<file path="src/sv/fbd_pkg.sv">
// shared types, codes and the base64 character decode for the framed decoder
package fbd_pkg;

  localparam int Q_DEPTH = 4;
  localparam int Q_AW    = $clog2(Q_DEPTH);
  localparam int Q_CW    = $clog2(Q_DEPTH + 1);

  localparam logic [7:0] FRAME_OPEN  = 8'h00;
  localparam logic [7:0] FRAME_CLOSE = 8'hFF;
  localparam logic [7:0] CH_PLUS     = 8'h2B;
  localparam logic [7:0] CH_SLASH    = 8'h2F;
  localparam logic [7:0] CH_PAD      = 8'h3D;

  localparam logic [1:0] KIND_DATA  = 2'd0;
  localparam logic [1:0] KIND_FRAME = 2'd1;
  localparam logic [1:0] KIND_END   = 2'd2;
  localparam logic [1:0] KIND_ERR   = 2'd3;

  localparam logic [1:0] ERR_NONE   = 2'd0;
  localparam logic [1:0] ERR_HEADER = 2'd1;
  localparam logic [1:0] ERR_CHAR   = 2'd2;
  localparam logic [1:0] ERR_GROUP  = 2'd3;

  localparam logic [1:0] GRP_LAST = 2'd3;
  localparam logic [1:0] IDX_ONE  = 2'd0;
  localparam logic [1:0] IDX_TWO  = 2'd1;
  localparam logic [1:0] IDX_THREE = 2'd2;

  typedef struct packed {
    logic       bad;
    logic       pad;
    logic [5:0] val;
  } sxt_t;

  // one queued request: up to three results
  typedef struct packed {
    logic [1:0]      kind;
    logic [1:0]      err;
    logic [1:0]      last_idx;
    logic [2:0][7:0] bytes;
  } cmd_t;

  function automatic sxt_t sextet(input logic [7:0] c);
    sxt_t s;
    s = '0;
    if (c >= 8'h41 && c <= 8'h5A) begin
      s.val = 6'(c - 8'h41);
    end else if (c >= 8'h61 && c <= 8'h7A) begin
      s.val = 6'(c - 8'h61 + 8'd26);
    end else if (c >= 8'h30 && c <= 8'h39) begin
      s.val = 6'(c - 8'h30 + 8'd52);
    end else if (c == CH_PLUS) begin
      s.val = 6'd62;
    end else if (c == CH_SLASH) begin
      s.val = 6'd63;
    end else if (c == CH_PAD) begin
      s.pad = 1'b1;
    end else begin
      s.bad = 1'b1;
    end
    return s;
  endfunction

endpackage

</file>
<file path="src/sv/fbd_ifs.sv">
// valid/ready channel interfaces for the input bytes and the results
interface fbd_in_if;
  logic       valid;
  logic       ready;
  logic [7:0] in_byte;
  logic       stream_end;
  modport source (output valid, output in_byte, output stream_end, input ready);
  modport sink (input valid, input in_byte, input stream_end, output ready);
endinterface

interface fbd_out_if;
  logic       valid;
  logic       ready;
  logic [7:0] data_byte;
  logic [1:0] kind;
  logic [1:0] error_code;
  logic       last;
  modport source (output valid, output data_byte, output kind, output error_code,
                  output last, input ready);
  modport sink (input valid, input data_byte, input kind, input error_code,
                input last, output ready);
endinterface

</file>
<file path="src/sv/fbd_front.sv">
// front end: framing, character checks, group collection and group decode
module fbd_front (
  input  logic          clk,
  input  logic          rst_n,
  fbd_in_if.sink        in_ch,
  input  logic          q_full,
  output logic          push,
  output fbd_pkg::cmd_t push_cmd
);

  logic         inside_r, inside_nxt;
  logic         halted_r, halted_nxt;
  logic [1:0]   cnt_r, cnt_nxt;
  logic         wr_en;
  fbd_pkg::sxt_t grp_r [3];
  fbd_pkg::sxt_t s_in;
  logic         acc;

  assign in_ch.ready = !q_full;
  assign acc  = in_ch.valid && in_ch.ready;
  assign s_in = fbd_pkg::sextet(in_ch.in_byte);

  always_comb begin
    push       = 1'b0;
    push_cmd   = '0;
    inside_nxt = inside_r;
    halted_nxt = halted_r;
    cnt_nxt    = cnt_r;
    wr_en      = 1'b0;
    if (acc && !halted_r) begin
      if (in_ch.stream_end) begin
        push       = 1'b1;
        halted_nxt = 1'b1;
        if (inside_r && cnt_r != 2'd0) begin
          push_cmd.kind = fbd_pkg::KIND_ERR;
          push_cmd.err  = fbd_pkg::ERR_GROUP;
        end else begin
          push_cmd.kind = fbd_pkg::KIND_END;
        end
      end else if (!inside_r) begin
        if (in_ch.in_byte != fbd_pkg::FRAME_OPEN) begin
          push          = 1'b1;
          halted_nxt    = 1'b1;
          push_cmd.kind = fbd_pkg::KIND_ERR;
          push_cmd.err  = fbd_pkg::ERR_HEADER;
        end else begin
          inside_nxt = 1'b1;
          cnt_nxt    = 2'd0;
        end
      end else if (in_ch.in_byte == fbd_pkg::FRAME_CLOSE) begin
        push = 1'b1;
        if (cnt_r != 2'd0) begin
          halted_nxt    = 1'b1;
          push_cmd.kind = fbd_pkg::KIND_ERR;
          push_cmd.err  = fbd_pkg::ERR_GROUP;
        end else begin
          inside_nxt    = 1'b0;
          push_cmd.kind = fbd_pkg::KIND_FRAME;
        end
      end else if (s_in.bad) begin
        push          = 1'b1;
        halted_nxt    = 1'b1;
        push_cmd.kind = fbd_pkg::KIND_ERR;
        push_cmd.err  = fbd_pkg::ERR_CHAR;
      end else if (cnt_r != fbd_pkg::GRP_LAST) begin
        wr_en   = 1'b1;
        cnt_nxt = cnt_r + 2'd1;
      end else begin
        cnt_nxt = 2'd0;
        push    = 1'b1;
        push_cmd.kind = fbd_pkg::KIND_DATA;
        push_cmd.bytes[0] = {grp_r[0].val, grp_r[1].val[5:4]};
        if (grp_r[0].pad || grp_r[1].pad) begin
          push_cmd = '0;
          push_cmd.kind = fbd_pkg::KIND_ERR;
          push_cmd.err  = fbd_pkg::ERR_GROUP;
          halted_nxt    = 1'b1;
        end else if (grp_r[2].pad) begin
          if (!s_in.pad || grp_r[1].val[3:0] != 4'd0) begin
            push_cmd = '0;
            push_cmd.kind = fbd_pkg::KIND_ERR;
            push_cmd.err  = fbd_pkg::ERR_GROUP;
            halted_nxt    = 1'b1;
          end else begin
            push_cmd.last_idx = fbd_pkg::IDX_ONE;
          end
        end else if (s_in.pad) begin
          if (grp_r[2].val[1:0] != 2'd0) begin
            push_cmd = '0;
            push_cmd.kind = fbd_pkg::KIND_ERR;
            push_cmd.err  = fbd_pkg::ERR_GROUP;
            halted_nxt    = 1'b1;
          end else begin
            push_cmd.last_idx = fbd_pkg::IDX_TWO;
            push_cmd.bytes[1] = {grp_r[1].val[3:0], grp_r[2].val[5:2]};
          end
        end else begin
          push_cmd.last_idx = fbd_pkg::IDX_THREE;
          push_cmd.bytes[1] = {grp_r[1].val[3:0], grp_r[2].val[5:2]};
          push_cmd.bytes[2] = {grp_r[2].val[1:0], s_in.val};
        end
      end
    end
  end

  always_ff @(posedge clk) begin
    if (!rst_n) begin
      inside_r <= 1'b0;
      halted_r <= 1'b0;
      cnt_r    <= 2'd0;
    end else begin
      inside_r <= inside_nxt;
      halted_r <= halted_nxt;
      cnt_r    <= cnt_nxt;
    end
  end

  always_ff @(posedge clk) begin
    if (wr_en) begin
      grp_r[cnt_r] <= s_in;
    end
  end

endmodule

</file>
<file path="src/sv/fbd_queue.sv">
// short request queue between the front and back ends
module fbd_queue (
  input  logic          clk,
  input  logic          rst_n,
  input  logic          push,
  input  fbd_pkg::cmd_t push_cmd,
  output logic          full,
  input  logic          pop,
  output logic          head_valid,
  output fbd_pkg::cmd_t head_cmd
);

  fbd_pkg::cmd_t               mem_r [fbd_pkg::Q_DEPTH];
  fbd_pkg::cmd_t               head_r;
  logic                        head_valid_r, head_valid_nxt;
  logic [fbd_pkg::Q_AW-1:0]    wr_ptr_r, rd_ptr_r;
  logic [fbd_pkg::Q_CW-1:0]    cnt_r, cnt_nxt;
  logic                        head_free;
  logic                        rd_mem;
  logic                        bypass;
  logic                        wr_mem;

  // head register in front of the storage; an empty queue loads it directly
  assign full       = cnt_r == fbd_pkg::Q_CW'(fbd_pkg::Q_DEPTH);
  assign head_valid = head_valid_r;
  assign head_cmd   = head_r;
  assign head_free  = !head_valid_r || pop;
  assign rd_mem     = head_free && (cnt_r != '0);
  assign bypass     = head_free && (cnt_r == '0) && push;
  assign wr_mem     = push && !bypass;

  always_comb begin
    cnt_nxt        = cnt_r;
    head_valid_nxt = head_valid_r;
    if (wr_mem && !rd_mem) begin
      cnt_nxt = cnt_r + fbd_pkg::Q_CW'(1);
    end else if (rd_mem && !wr_mem) begin
      cnt_nxt = cnt_r - fbd_pkg::Q_CW'(1);
    end
    if (head_free) begin
      head_valid_nxt = rd_mem || bypass;
    end
  end

  always_ff @(posedge clk) begin
    if (!rst_n) begin
      wr_ptr_r     <= '0;
      rd_ptr_r     <= '0;
      cnt_r        <= '0;
      head_valid_r <= 1'b0;
    end else begin
      cnt_r        <= cnt_nxt;
      head_valid_r <= head_valid_nxt;
      if (wr_mem) begin
        wr_ptr_r <= (wr_ptr_r == fbd_pkg::Q_AW'(fbd_pkg::Q_DEPTH - 1)) ? '0 :
                    wr_ptr_r + fbd_pkg::Q_AW'(1);
      end
      if (rd_mem) begin
        rd_ptr_r <= (rd_ptr_r == fbd_pkg::Q_AW'(fbd_pkg::Q_DEPTH - 1)) ? '0 :
                    rd_ptr_r + fbd_pkg::Q_AW'(1);
      end
    end
  end

  always_ff @(posedge clk) begin
    if (wr_mem) begin
      mem_r[wr_ptr_r] <= push_cmd;
    end
    if (rd_mem) begin
      head_r <= mem_r[rd_ptr_r];
    end else if (bypass) begin
      head_r <= push_cmd;
    end
  end

`ifndef ASSERT_OFF
  a_no_overflow: assert property (@(posedge clk) disable iff (!rst_n)
    push |-> (!full || pop))
    else $error("queue push while full");
  a_no_underflow: assert property (@(posedge clk) disable iff (!rst_n)
    pop |-> head_valid)
    else $error("queue pop while empty");
  a_count_bound: assert property (@(posedge clk) disable iff (!rst_n)
    cnt_r <= fbd_pkg::Q_CW'(fbd_pkg::Q_DEPTH))
    else $error("queue count out of range");
  a_head_hold: assert property (@(posedge clk) disable iff (!rst_n)
    (head_valid && !pop) |=> (head_valid && head_cmd == $past(head_cmd)))
    else $error("queue head changed before pop");
`endif

endmodule

</file>
<file path="src/sv/fbd_back.sv">
// back end: spreads each request over its results into the output register
module fbd_back (
  input  logic          clk,
  input  logic          rst_n,
  input  logic          head_valid,
  input  fbd_pkg::cmd_t head_cmd,
  output logic          pop,
  fbd_out_if.source     out_ch
);

  logic       out_valid_r, out_valid_nxt;
  logic [1:0] idx_r, idx_nxt;
  logic       load;
  logic       at_last;
  logic [7:0] sel_byte;
  logic [7:0] data_r;
  logic [1:0] kind_r;
  logic [1:0] err_r;
  logic       last_r;

  assign load    = head_valid && (!out_valid_r || out_ch.ready);
  assign at_last = idx_r == head_cmd.last_idx;
  assign pop     = load && at_last;

  always_comb begin
    case (idx_r)
      2'd0:    sel_byte = head_cmd.bytes[0];
      2'd1:    sel_byte = head_cmd.bytes[1];
      2'd2:    sel_byte = head_cmd.bytes[2];
      default: sel_byte = 8'd0;
    endcase
  end

  always_comb begin
    out_valid_nxt = out_valid_r;
    idx_nxt       = idx_r;
    if (load) begin
      out_valid_nxt = 1'b1;
      idx_nxt       = at_last ? 2'd0 : idx_r + 2'd1;
    end else if (out_ch.ready) begin
      out_valid_nxt = 1'b0;
    end
  end

  always_ff @(posedge clk) begin
    if (!rst_n) begin
      out_valid_r <= 1'b0;
      idx_r       <= 2'd0;
    end else begin
      out_valid_r <= out_valid_nxt;
      idx_r       <= idx_nxt;
    end
  end

  always_ff @(posedge clk) begin
    if (load) begin
      data_r <= sel_byte;
      kind_r <= head_cmd.kind;
      err_r  <= head_cmd.err;
      last_r <= at_last;
    end
  end

  assign out_ch.valid      = out_valid_r;
  assign out_ch.data_byte  = data_r;
  assign out_ch.kind       = kind_r;
  assign out_ch.error_code = err_r;
  assign out_ch.last       = last_r;

endmodule

</file>
<file path="src/sv/framed_base64_stream_decoder.sv">
// top level of the framed base64 stream decoder
//
// in_ch carries one byte per request (or a stream end mark when stream_end
// is set); out_ch carries decoded bytes, frame-ended and stream-end marks
// and error reports, with last set on the final result of each queued request.
// the front end takes one input per cycle whenever the request queue has
// room, checks framing and characters, and decodes each complete group of
// four characters into one queued request of one to three results.
// the back end emits one result per cycle, while out_ch is ready, from the
// queue head into an output register.
// the first result of an input passes the queue head register and then the
// output register. throughput: one input per cycle; a group of four characters
// gives up to three results, so a long run of data keeps pace with the input.
// when out_ch stalls, the queue (four entries plus a head register) fills
// and in_ch.ready drops.
// reset clears framing state, the queue and the output register; after an
// error or stream end the block produces nothing more until reset.
module framed_base64_stream_decoder (
  input  logic       clk,
  input  logic       rst_n,
  fbd_in_if.sink     in_ch,
  fbd_out_if.source  out_ch
);

  logic          push;
  fbd_pkg::cmd_t push_cmd;
  logic          q_full;
  logic          pop;
  logic          head_valid;
  fbd_pkg::cmd_t head_cmd;

  fbd_front u_front (
    .clk      (clk),
    .rst_n    (rst_n),
    .in_ch    (in_ch),
    .q_full   (q_full),
    .push     (push),
    .push_cmd (push_cmd)
  );

  fbd_queue u_queue (
    .clk        (clk),
    .rst_n      (rst_n),
    .push       (push),
    .push_cmd   (push_cmd),
    .full       (q_full),
    .pop        (pop),
    .head_valid (head_valid),
    .head_cmd   (head_cmd)
  );

  fbd_back u_back (
    .clk        (clk),
    .rst_n      (rst_n),
    .head_valid (head_valid),
    .head_cmd   (head_cmd),
    .pop        (pop),
    .out_ch     (out_ch)
  );

endmodule
</file>
<file path="src/flat_wrapper.sv">
// flat-port wrapper written by rule: the top's interface ports become plain ports
module framed_base64_stream_decoder_flat 
  (clk, rst_n, in_ch_valid, in_ch_in_byte, in_ch_stream_end, in_ch_ready, out_ch_valid, out_ch_data_byte, out_ch_kind, out_ch_error_code, out_ch_last, out_ch_ready);
  fbd_in_if in_ch_i ();
  fbd_out_if out_ch_i ();
  input  logic clk;
  input  logic rst_n;
  input wire logic [$bits(in_ch_i.valid)-1:0] in_ch_valid;
  input wire logic [$bits(in_ch_i.in_byte)-1:0] in_ch_in_byte;
  input wire logic [$bits(in_ch_i.stream_end)-1:0] in_ch_stream_end;
  output wire logic [$bits(in_ch_i.ready)-1:0] in_ch_ready;
  output wire logic [$bits(out_ch_i.valid)-1:0] out_ch_valid;
  output wire logic [$bits(out_ch_i.data_byte)-1:0] out_ch_data_byte;
  output wire logic [$bits(out_ch_i.kind)-1:0] out_ch_kind;
  output wire logic [$bits(out_ch_i.error_code)-1:0] out_ch_error_code;
  output wire logic [$bits(out_ch_i.last)-1:0] out_ch_last;
  input wire logic [$bits(out_ch_i.ready)-1:0] out_ch_ready;
  assign in_ch_i.valid = in_ch_valid;
  assign in_ch_i.in_byte = in_ch_in_byte;
  assign in_ch_i.stream_end = in_ch_stream_end;
  assign in_ch_ready = in_ch_i.ready;
  assign out_ch_valid = out_ch_i.valid;
  assign out_ch_data_byte = out_ch_i.data_byte;
  assign out_ch_kind = out_ch_i.kind;
  assign out_ch_error_code = out_ch_i.error_code;
  assign out_ch_last = out_ch_i.last;
  assign out_ch_i.ready = out_ch_ready;
  framed_base64_stream_decoder u_core (.clk(clk), .rst_n(rst_n), .in_ch(in_ch_i), .out_ch(out_ch_i));
endmodule
</file>
<file path="config.mk">
export PLATFORM = sky130hd
export DESIGN_NAME = framed_base64_stream_decoder_flat
export DESIGN_NICKNAME = d
export VERILOG_FILES = /design/src/sv/fbd_pkg.sv /design/src/sv/fbd_ifs.sv /design/src/sv/fbd_front.sv /design/src/sv/fbd_queue.sv /design/src/sv/fbd_back.sv /design/src/sv/framed_base64_stream_decoder.sv /design/src/flat_wrapper.sv
export SDC_FILE = /design/constraint.sdc
export NUM_CORES = 1
export LEC_CHECK = 0
export BUFFER_PORTS_ARGS = -buffer_cell sky130_fd_sc_hd__buf_2
export CAP_MARGIN = 40
export CORE_MARGIN = 5
export CORE_UTILIZATION = 50
export CTS_CLUSTER_SIZE = 10
export DETAILED_ROUTE_END_ITERATION = 6
export GPL_TIMING_DRIVEN = 0
export PLACE_DENSITY = 0.7
export RECOVER_POWER = 50
export SYNTH_ARGS = -nofsm -noshare
export SYNTH_HDL_FRONTEND = slang
export SYNTH_HIERARCHICAL = 1
export SYNTH_SLANG_ARGS = --single-unit
export TNS_END_PERCENT = 50
</file>
<file path="constraint.sdc">
create_clock -name clk -period 5.1 [get_ports clk]
set_input_delay 0.765 -clock clk [delete_from_list [all_inputs] [get_ports clk]]
set_output_delay 0.765 -clock clk [all_outputs]
set_load 0.01 [all_outputs]
</file>
# Word level (Yosys, flattened, before mapping)
# Memory sizes are Yosys's and may differ from the RTL's. A register that Yosys moved wholly into a read port is not among the register bits.
# Cells that the tools add are included.
# word_totals
in_bits,13
out_inout_bits,15
ram_bits,144
word_cells,187
reg_bits,58
mem_count,2
# op_classes
n_bitwise,1
add_sub_neg,11
order_cmp,6
n_eq_ne,19
muxes,88
reduce_logical,41
# mem_list
memory,depth,width,read_ports,rd_clocked_by_memory_dff,wr,line,source
u_core.u_queue.mem_r,4,30,1,1,1,fbd_queue.sv:13,fbd_pkg::cmd_t mem_r [fbd_pkg::Q_DEPTH];
u_core.u_front.grp_r,3,8,3,0,1,fbd_front.sv:15,fbd_pkg::sxt_t grp_r [3];
# ops
op,n
two-way mux 30 bit,6
two-way mux 26 bit,4
two-way mux 1 bit,39
two-way mux 2 bit,18
two-way mux 4 bit,8
two-way mux 8 bit,4
two-way mux 6 bit,5
equality test 8 x 6 -> 1 bit (second input constant),3
one-hot mux 8 bit (3 select lines),1
two-way mux 18 bit,1
>= comparator 8 x 7 -> 1 bit (second input constant),2
less-or-equal comparator 8 x 7 -> 1 bit (second input constant),2
logical AND 1 bit,14
inequality test 7 x 2 -> 1 bit (second input constant),2
subtractor 6 bit (second input constant),2
nonzero test 2 bit,5
adder 2 x 1 -> 2 bit (second input constant),4
equality test 8 bit (second input constant),1
>= comparator 8 x 6 -> 1 bit (second input constant),1
less-or-equal comparator 8 x 6 -> 1 bit (second input constant),1
logical NOT 1 bit,8
inequality test 2 bit (second input constant),4
nonzero test 8 bit,1
inequality test 7 x 6 -> 1 bit (second input constant),1
21 further kinds,29

# Depth between registers and ports, before layout
# depth
ltp_word,20
ltp_mapped,14

# Cells and area by module
# The synthesis kept the hierarchy.
# by_module_without_submodules
module,seq_area_each_um2,area_each_um2,n_inst,cells_per_inst
fbd_queue,4704.5,6134.6,1,280
fbd_front,710.7,1956.9,1,215
fbd_back,450.4,730.7,1,56

# Worst setup path before layout
# No wires, ideal clock.
# synth_timing
kind,in2reg
from,input port in_ch_in_byte[2]
to,"register u_core.u_queue.head_r, in the netlist u_core/u_queue/head_cmd[0] (enable)"
setup_ns,0.417
arrival_ns,3.497
n_path_buf,0
cell_stages,9
path_slack_ns,1.186
path_cell_list,inv_1 ha_1 nor2b_1 o21ai_0 a31oi_1 nand2_1 a31oi_1 nor2_1 nor2_1
# synth_via
elab_chain_len,14
word_cells_on_any_way,28
classes_between,order compare (6); eq/ne (4); mux (12); reduce/logical (6)
# synth_lines
item,line,source
start: declaration,flat_wrapper.sv:9,input wire logic [$bits(in_ch_i.in_byte)-1:0] in_ch_in_byte;
equality test 8 x 6 -> 1 bit,fbd_pkg.sv:56,end else if (c == CH_PAD) begin
two-way mux 1 bit,fbd_pkg.sv:56,
two-way mux 2 bit,fbd_pkg.sv:54,end else if (c == CH_SLASH) begin
two-way mux 2 bit,fbd_pkg.sv:52,end else if (c == CH_PLUS) begin
two-way mux 2 bit,fbd_pkg.sv:50,end else if (c >= 8'h30 && c <= 8'h39) begin
two-way mux 2 bit,fbd_pkg.sv:48,end else if (c >= 8'h61 && c <= 8'h7A) begin
two-way mux 2 bit,fbd_pkg.sv:46,if (c >= 8'h41 && c <= 8'h5A) begin
two-way mux 1 bit,fbd_front.sv:60,end else if (s_in.bad) begin
two-way mux 1 bit,fbd_front.sv:50,end else if (in_ch.in_byte == fbd_pkg::FRAME_CLOSE) begin
two-way mux 1 bit (*),fbd_front.sv:40,end else if (!inside_r) begin
two-way mux 1 bit (*),fbd_front.sv:31,if (in_ch.stream_end) begin
two-way mux 1 bit (*),fbd_front.sv:30,if (acc && !halted_r) begin
net u_core.push,framed_base64_stream_decoder.sv:25,logic push;
logical AND 1 bit (*),fbd_queue.sv:29,assign bypass = head_free && (cnt_r == '0) && push;
nonzero test 2 bit (no source line) (*),n/a,
end signal: assignment,fbd_queue.sv:70,head_r <= mem_r[rd_ptr_r];
end signal: assignment,fbd_queue.sv:72,head_r <= push_cmd;
end: declaration,fbd_queue.sv:14,fbd_pkg::cmd_t head_r;
# The timed path passes the listed nets; every way through them passes the cells marked *.
# A chain may end at the register's enable or synchronous reset.

==> results.md <==
Outcome:
- The run finished, with violations left.
- The final reports fail on max-capacitance violations, max-slew violations.

GRT:
- The number of global-route vias before repair was 5,217.
- The wire length of the first global-routing pass is 29,100 um.
- Summed over all layers, the global routing overflow is 0.
- The global-route total usage across every layer is 18.6%.
- The largest net degree at the start of global routing is 25.
- The initial antenna violation count is 0.

STA:
- The final critical-path setup slack is 0.891 ns.
- The number of pins with negative max-slew slack in the final report is 9.
- The time the final worst path needs with I/O delays and setup is 4.21 ns.
- The relative slew slack is -6.02%.
- Setup repair after global routing left no endpoint under its margin.
- The actual slew at the worst max-slew pin is 1.58 ns.
- For this run, the top clock speed supported by timing is 0.238 GHz.
- The final setup violation count is 0.
- For the final routed database, the setup TNS stands at 0 ns.
- Hold is met by 0.419 ns.
- The number of hold violations in the final report was 0.
- The worst path uses 82.5% of the clock period.
- The clock skew is 0.00902 ns.

Power:
- The analysis attributes to cell leakage a power of 3.45 nW.
- The worst ir drop on vdd is 0.222 mV.
- The overall power of the completed layout is 4.98 mW.
- The power density relative to cell area is 500 nW/um2.

Logic synthesis:
- After synthesis the cells add up to 8820 um2.
- The cell count after synthesis is 551.
- For this run, the number of Yosys warnings is 6.
- After synthesis, the largest family of logic cells by area is multiplexers.
- In the synthesized netlist the async set-or-reset flop fraction comes to 0%.
- After synthesis the netlist holds a flip-flop and latch count of 201.
- The number of nets in the synthesized netlist is 588.
- The mean cell area of the mapped netlist is 16.0 um2.
- The compound-gate portion of the synthesized area is 6.38%.
- Summing the sequential cell areas from Yosys gives 66.5% of the chip area.
- Synthesis instantiated 71 different standard cells from the library.
- Of the total synthesized cell area, the portion taken by full adders, half adders and majority gates is 3.49%.
- The primary flip-flop cell chosen by synthesis mapping is sky130_fd_sc_hd__edfxtp_1.
- The synthesized design contains 184 enable-type register cells.
- After Yosys synthesis, XOR and XNOR cells account for 0.397% of the synthesized area.
- The share of synthesized area spent on multiplexers is 12.1%.
- The basic-gate share of the synthesized area counting and, or, nand and nor cells is 8.91%.

Finish:
- The final layout contains 645 nets.
- Once layout is complete, the utilization of the core stands at 57.5%.
- The top cell types in the final layout, fill and taps aside, are 184 x sky130_fd_sc_hd__edfxtp_1, 38 x sky130_fd_sc_hd__clkbuf_1, 30 x sky130_fd_sc_hd__nor2_1, 30 x sky130_fd_sc_hd__mux4_2, 28 x sky130_fd_sc_hd__mux2_2.
- 0 antenna diodes ended up in the layout.
- After routing the design area is 9940 um2.
- For this run, the number of standard cells in the final layout without fillers is 842.
- Leaving out fill and tap cells, the most frequent cell in the layout is sky130_fd_sc_hd__edfxtp_1.
- The area added between synthesis and finish is 12.7%.
- Cells with a size suffix above 1 make up 19.3% of the layout.

Detailed routing:
- The total via count after detailed routing is 4,959.
- In this run the remaining antenna-violating nets after routing total 0.
- The total wirelength of the detailed-routed design is 18,400 um.
- In the routed design, unresolved DRC markers number 0.
- The detailed router finished its first iteration with 358 violations.
- The ratio of routed vias to standard cells is 5.89.
- The first TritonRoute pass finished after 5 iterations.
- The routed length per placed instance is 21.8 um.

Clock tree:
- Hold repair after CTS inserted 0 buffers.
- The clock net sink count is 201.
- The tree is rooted in a sky130_fd_sc_hd__clkbuf_16.
- The maximum number of buffers from clock root to sink is 3.
- The clock buffer count from CTS is 24.
- Once the clock tree was built, the resizer swapped 0 gates to a different size.
- TritonCTS built the clock tree.
- In this run the post-CTS setup repair buffer count came out at 0.
- The clock transition at the registers of the reported paths is 0.06 ns.
- The depth of the CTS H-tree is 1.
- The clock insertion delay at the later pin of the skew report is 0.49 ns.

Die:
- Once the floorplan was initialized, standard cells occupied 51.0% of the core.
- The floorplan step defined a die boundary enclosing 20,400 um2.
- The vertical die dimension is 143 um.
- After floorplanning, the core was sized to cover 17,300 um2.
- The number of placement rows is 48.
- 28 I/O pins were placed.
- The die is 143 um wide.

Placement:
- Once placement completed, the tool counted placed cells totaling 807.
- Once detailed placement completed, the half-perimeter wirelength came to 12,400 um.
- The count of buffers added on input and output ports is 26.
- The pre-CTS worst setup slack is 0.942 ns.
- The routability-driven placement congestion ratio is 0.865.
- The placed instances occupy a cell area of 9350 um2.

Setup path:
- At the worst endpoint, the required time is 5.46 ns.
- The critical path is of the in2reg type.
- The combined buffer and inverter count along the critical path is 2.
- For this run, the slowest stage of the critical path takes 1.36 ns.
- Walking the worst path, the cells encountered are clkbuf_1 -> inv_1 -> ha_1 -> nand2_1 -> mux2_2 -> a311oi_1 -> a31oi_1 -> nor4_1 -> and2_0 -> mux2_2.
- The kind of capture point of the worst setup path is a register.
- Among the stages of the critical path, the cell type that occurs most often is sky130_fd_sc_hd__mux2_2.
- On the critical path the largest part of the delay comes from simple AND/OR/NAND/NOR gates.
- The cell with the largest stage delay on the worst path is sky130_fd_sc_hd__nor4_1.
- In this run the worst path has a maximum fanout of 8.
- The data arrival time of the worst path is 4.57 ns.
- The launching element type of the critical path is an input pin.

Hold path:
- The worst hold-check path type is reg2reg.

Job:
- The number of max-cap violations is 1.
[where the power goes]
part	switching [mW]	total (mW)	internal (mW)
Clock	0.584	1.47	0.885
Combinational	0.671	1.20	0.525
Sequential	0.120	2.31	2.19
Total	1.38	4.98	3.60
[cell families (layout without fill, tap and decap cells)]
| kind of cell | Yosys count | in the layout |
|---|---|---|
| xor gates and xnor gates | 4 | 4 |
| buffers and inverters | 45 | 111 |
| AOI/OAI and AO/OA | 75 | 75 |
| and+or+nand+nor | 137 | 137 |
| DFF | 201 | 201 |
| adders and majority gates | 24 | 24 |
| muxes | 65 | 65 |
[metal layers]
layer	vias up	share of wire, %	wire length [um]	global-route usage, %
met4	0	2.3	420	4.85
met3	32	4.6	850	2.48
met2	138	51	9470	32.6
met5	-	0	0	0
met1	2517	42	7650	24.7
li1	2272	-	-	-
[final timing paths]
path,startpoint,endpoint,slack [ns],cells past startpoint
hold / removal,u_core/u_queue/head_cmd[28]$_DFFE_PP_,u_core/u_back/out_ch.kind[0]$_DFFE_PP_,0.42,0
setup reg to reg,u_core/u_queue/head_valid$_SDFFE_PN0P_,u_core/u_queue/head_cmd[20]$_DFFE_PP_,1.28,6
setup / recovery,in_ch_in_byte[2],u_core/u_queue/head_cmd[7]$_DFFE_PP_,0.89,10
hold reg to reg,u_core/u_queue/head_cmd[28]$_DFFE_PP_,u_core/u_back/out_ch.kind[0]$_DFFE_PP_,0.42,0
[final cells by class]
| type | instances | area (um2) |
|---|---|---|
| plain buffers | 19 | 98.8 |
| clock buffers | 34 | 659 |
| clock inverters | 1 | 8.76 |
| fillers | 1333 | 7350 |
| inverters | 26 | 97.6 |
| multi-input cells | 305 | 2720 |
| flip-flops and latches | 201 | 5870 |
| well taps | 225 | 282 |
| repair buffers | 31 | 208 |
[cells in the mapped netlist, drive strengths merged (2+ instances only)]
| master | n | area [um2] |
|---|---|---|
| edfxtp | 184 | 5530 |
| inv | 26 | 97.6 |
| mux2 | 31 | 349 |
| ha | 23 | 288 |
| xnor2 | 2 | 17.5 |
| a21boi | 5 | 37.5 |
| nor3b | 3 | 27.5 |
| and2 | 27 | 169 |
| nand2b | 6 | 45.0 |
| or2 | 2 | 12.5 |
| o221a | 2 | 22.5 |
| mux4 | 30 | 676 |
| o21ai | 14 | 70.1 |
| nor4 | 4 | 40.0 |
| nor2 | 30 | 120 |
| mux2i | 4 | 40.0 |
| nand3 | 12 | 60.1 |
| o22ai | 4 | 25.0 |
| or3 | 3 | 23.8 |
| dfxtp | 17 | 340 |
| buf | 8 | 57.6 |
| a32oi | 2 | 25.0 |
| a21oi | 11 | 55.1 |
| a31o | 2 | 17.5 |
| nor2b | 11 | 68.8 |
| a222oi | 8 | 80.1 |
| nor3 | 5 | 30.0 |
| clkbuf | 11 | 45.0 |
| o31a | 2 | 17.5 |
| xor2 | 2 | 17.5 |
| o221ai | 2 | 17.5 |
| nand2 | 20 | 75.1 |
| nand4 | 5 | 31.3 |
| a31oi | 8 | 50.1 |
[state kept, by name, summed over array words and instances (netlist names), named ones only]
signal,cells
u_core/u_front/inside_r,1
u_core/u_back/out_ch.error_code,2
u_core/u_back/out_ch.kind,2
u_core/u_queue/head_valid,1
u_core/u_back/out_ch.data_byte,8
u_core/u_queue/mem_r,120
u_core/u_back/out_ch.last,1
u_core/u_queue/wr_ptr_r,2
u_core/u_queue/rd_ptr_r,2
u_core/u_queue/head_cmd,30
u_core/u_queue/cnt_r,3
u_core/u_back/idx_r,2
u_core/u_front/halted_r,1
u_core/u_back/out_ch.valid,1
u_core/u_front/cnt_r,2
u_core/u_front/grp_r,21
[worst register-to-register path, delay by kind of cell (launching register included)]
family	cells	cell delay, ns
and+or+nand+nor	4	1.98
DFF	1	0.49
muxes	1	0.45
buffers and inverters	1	0.62
Power figures use the tool's default switching activity.
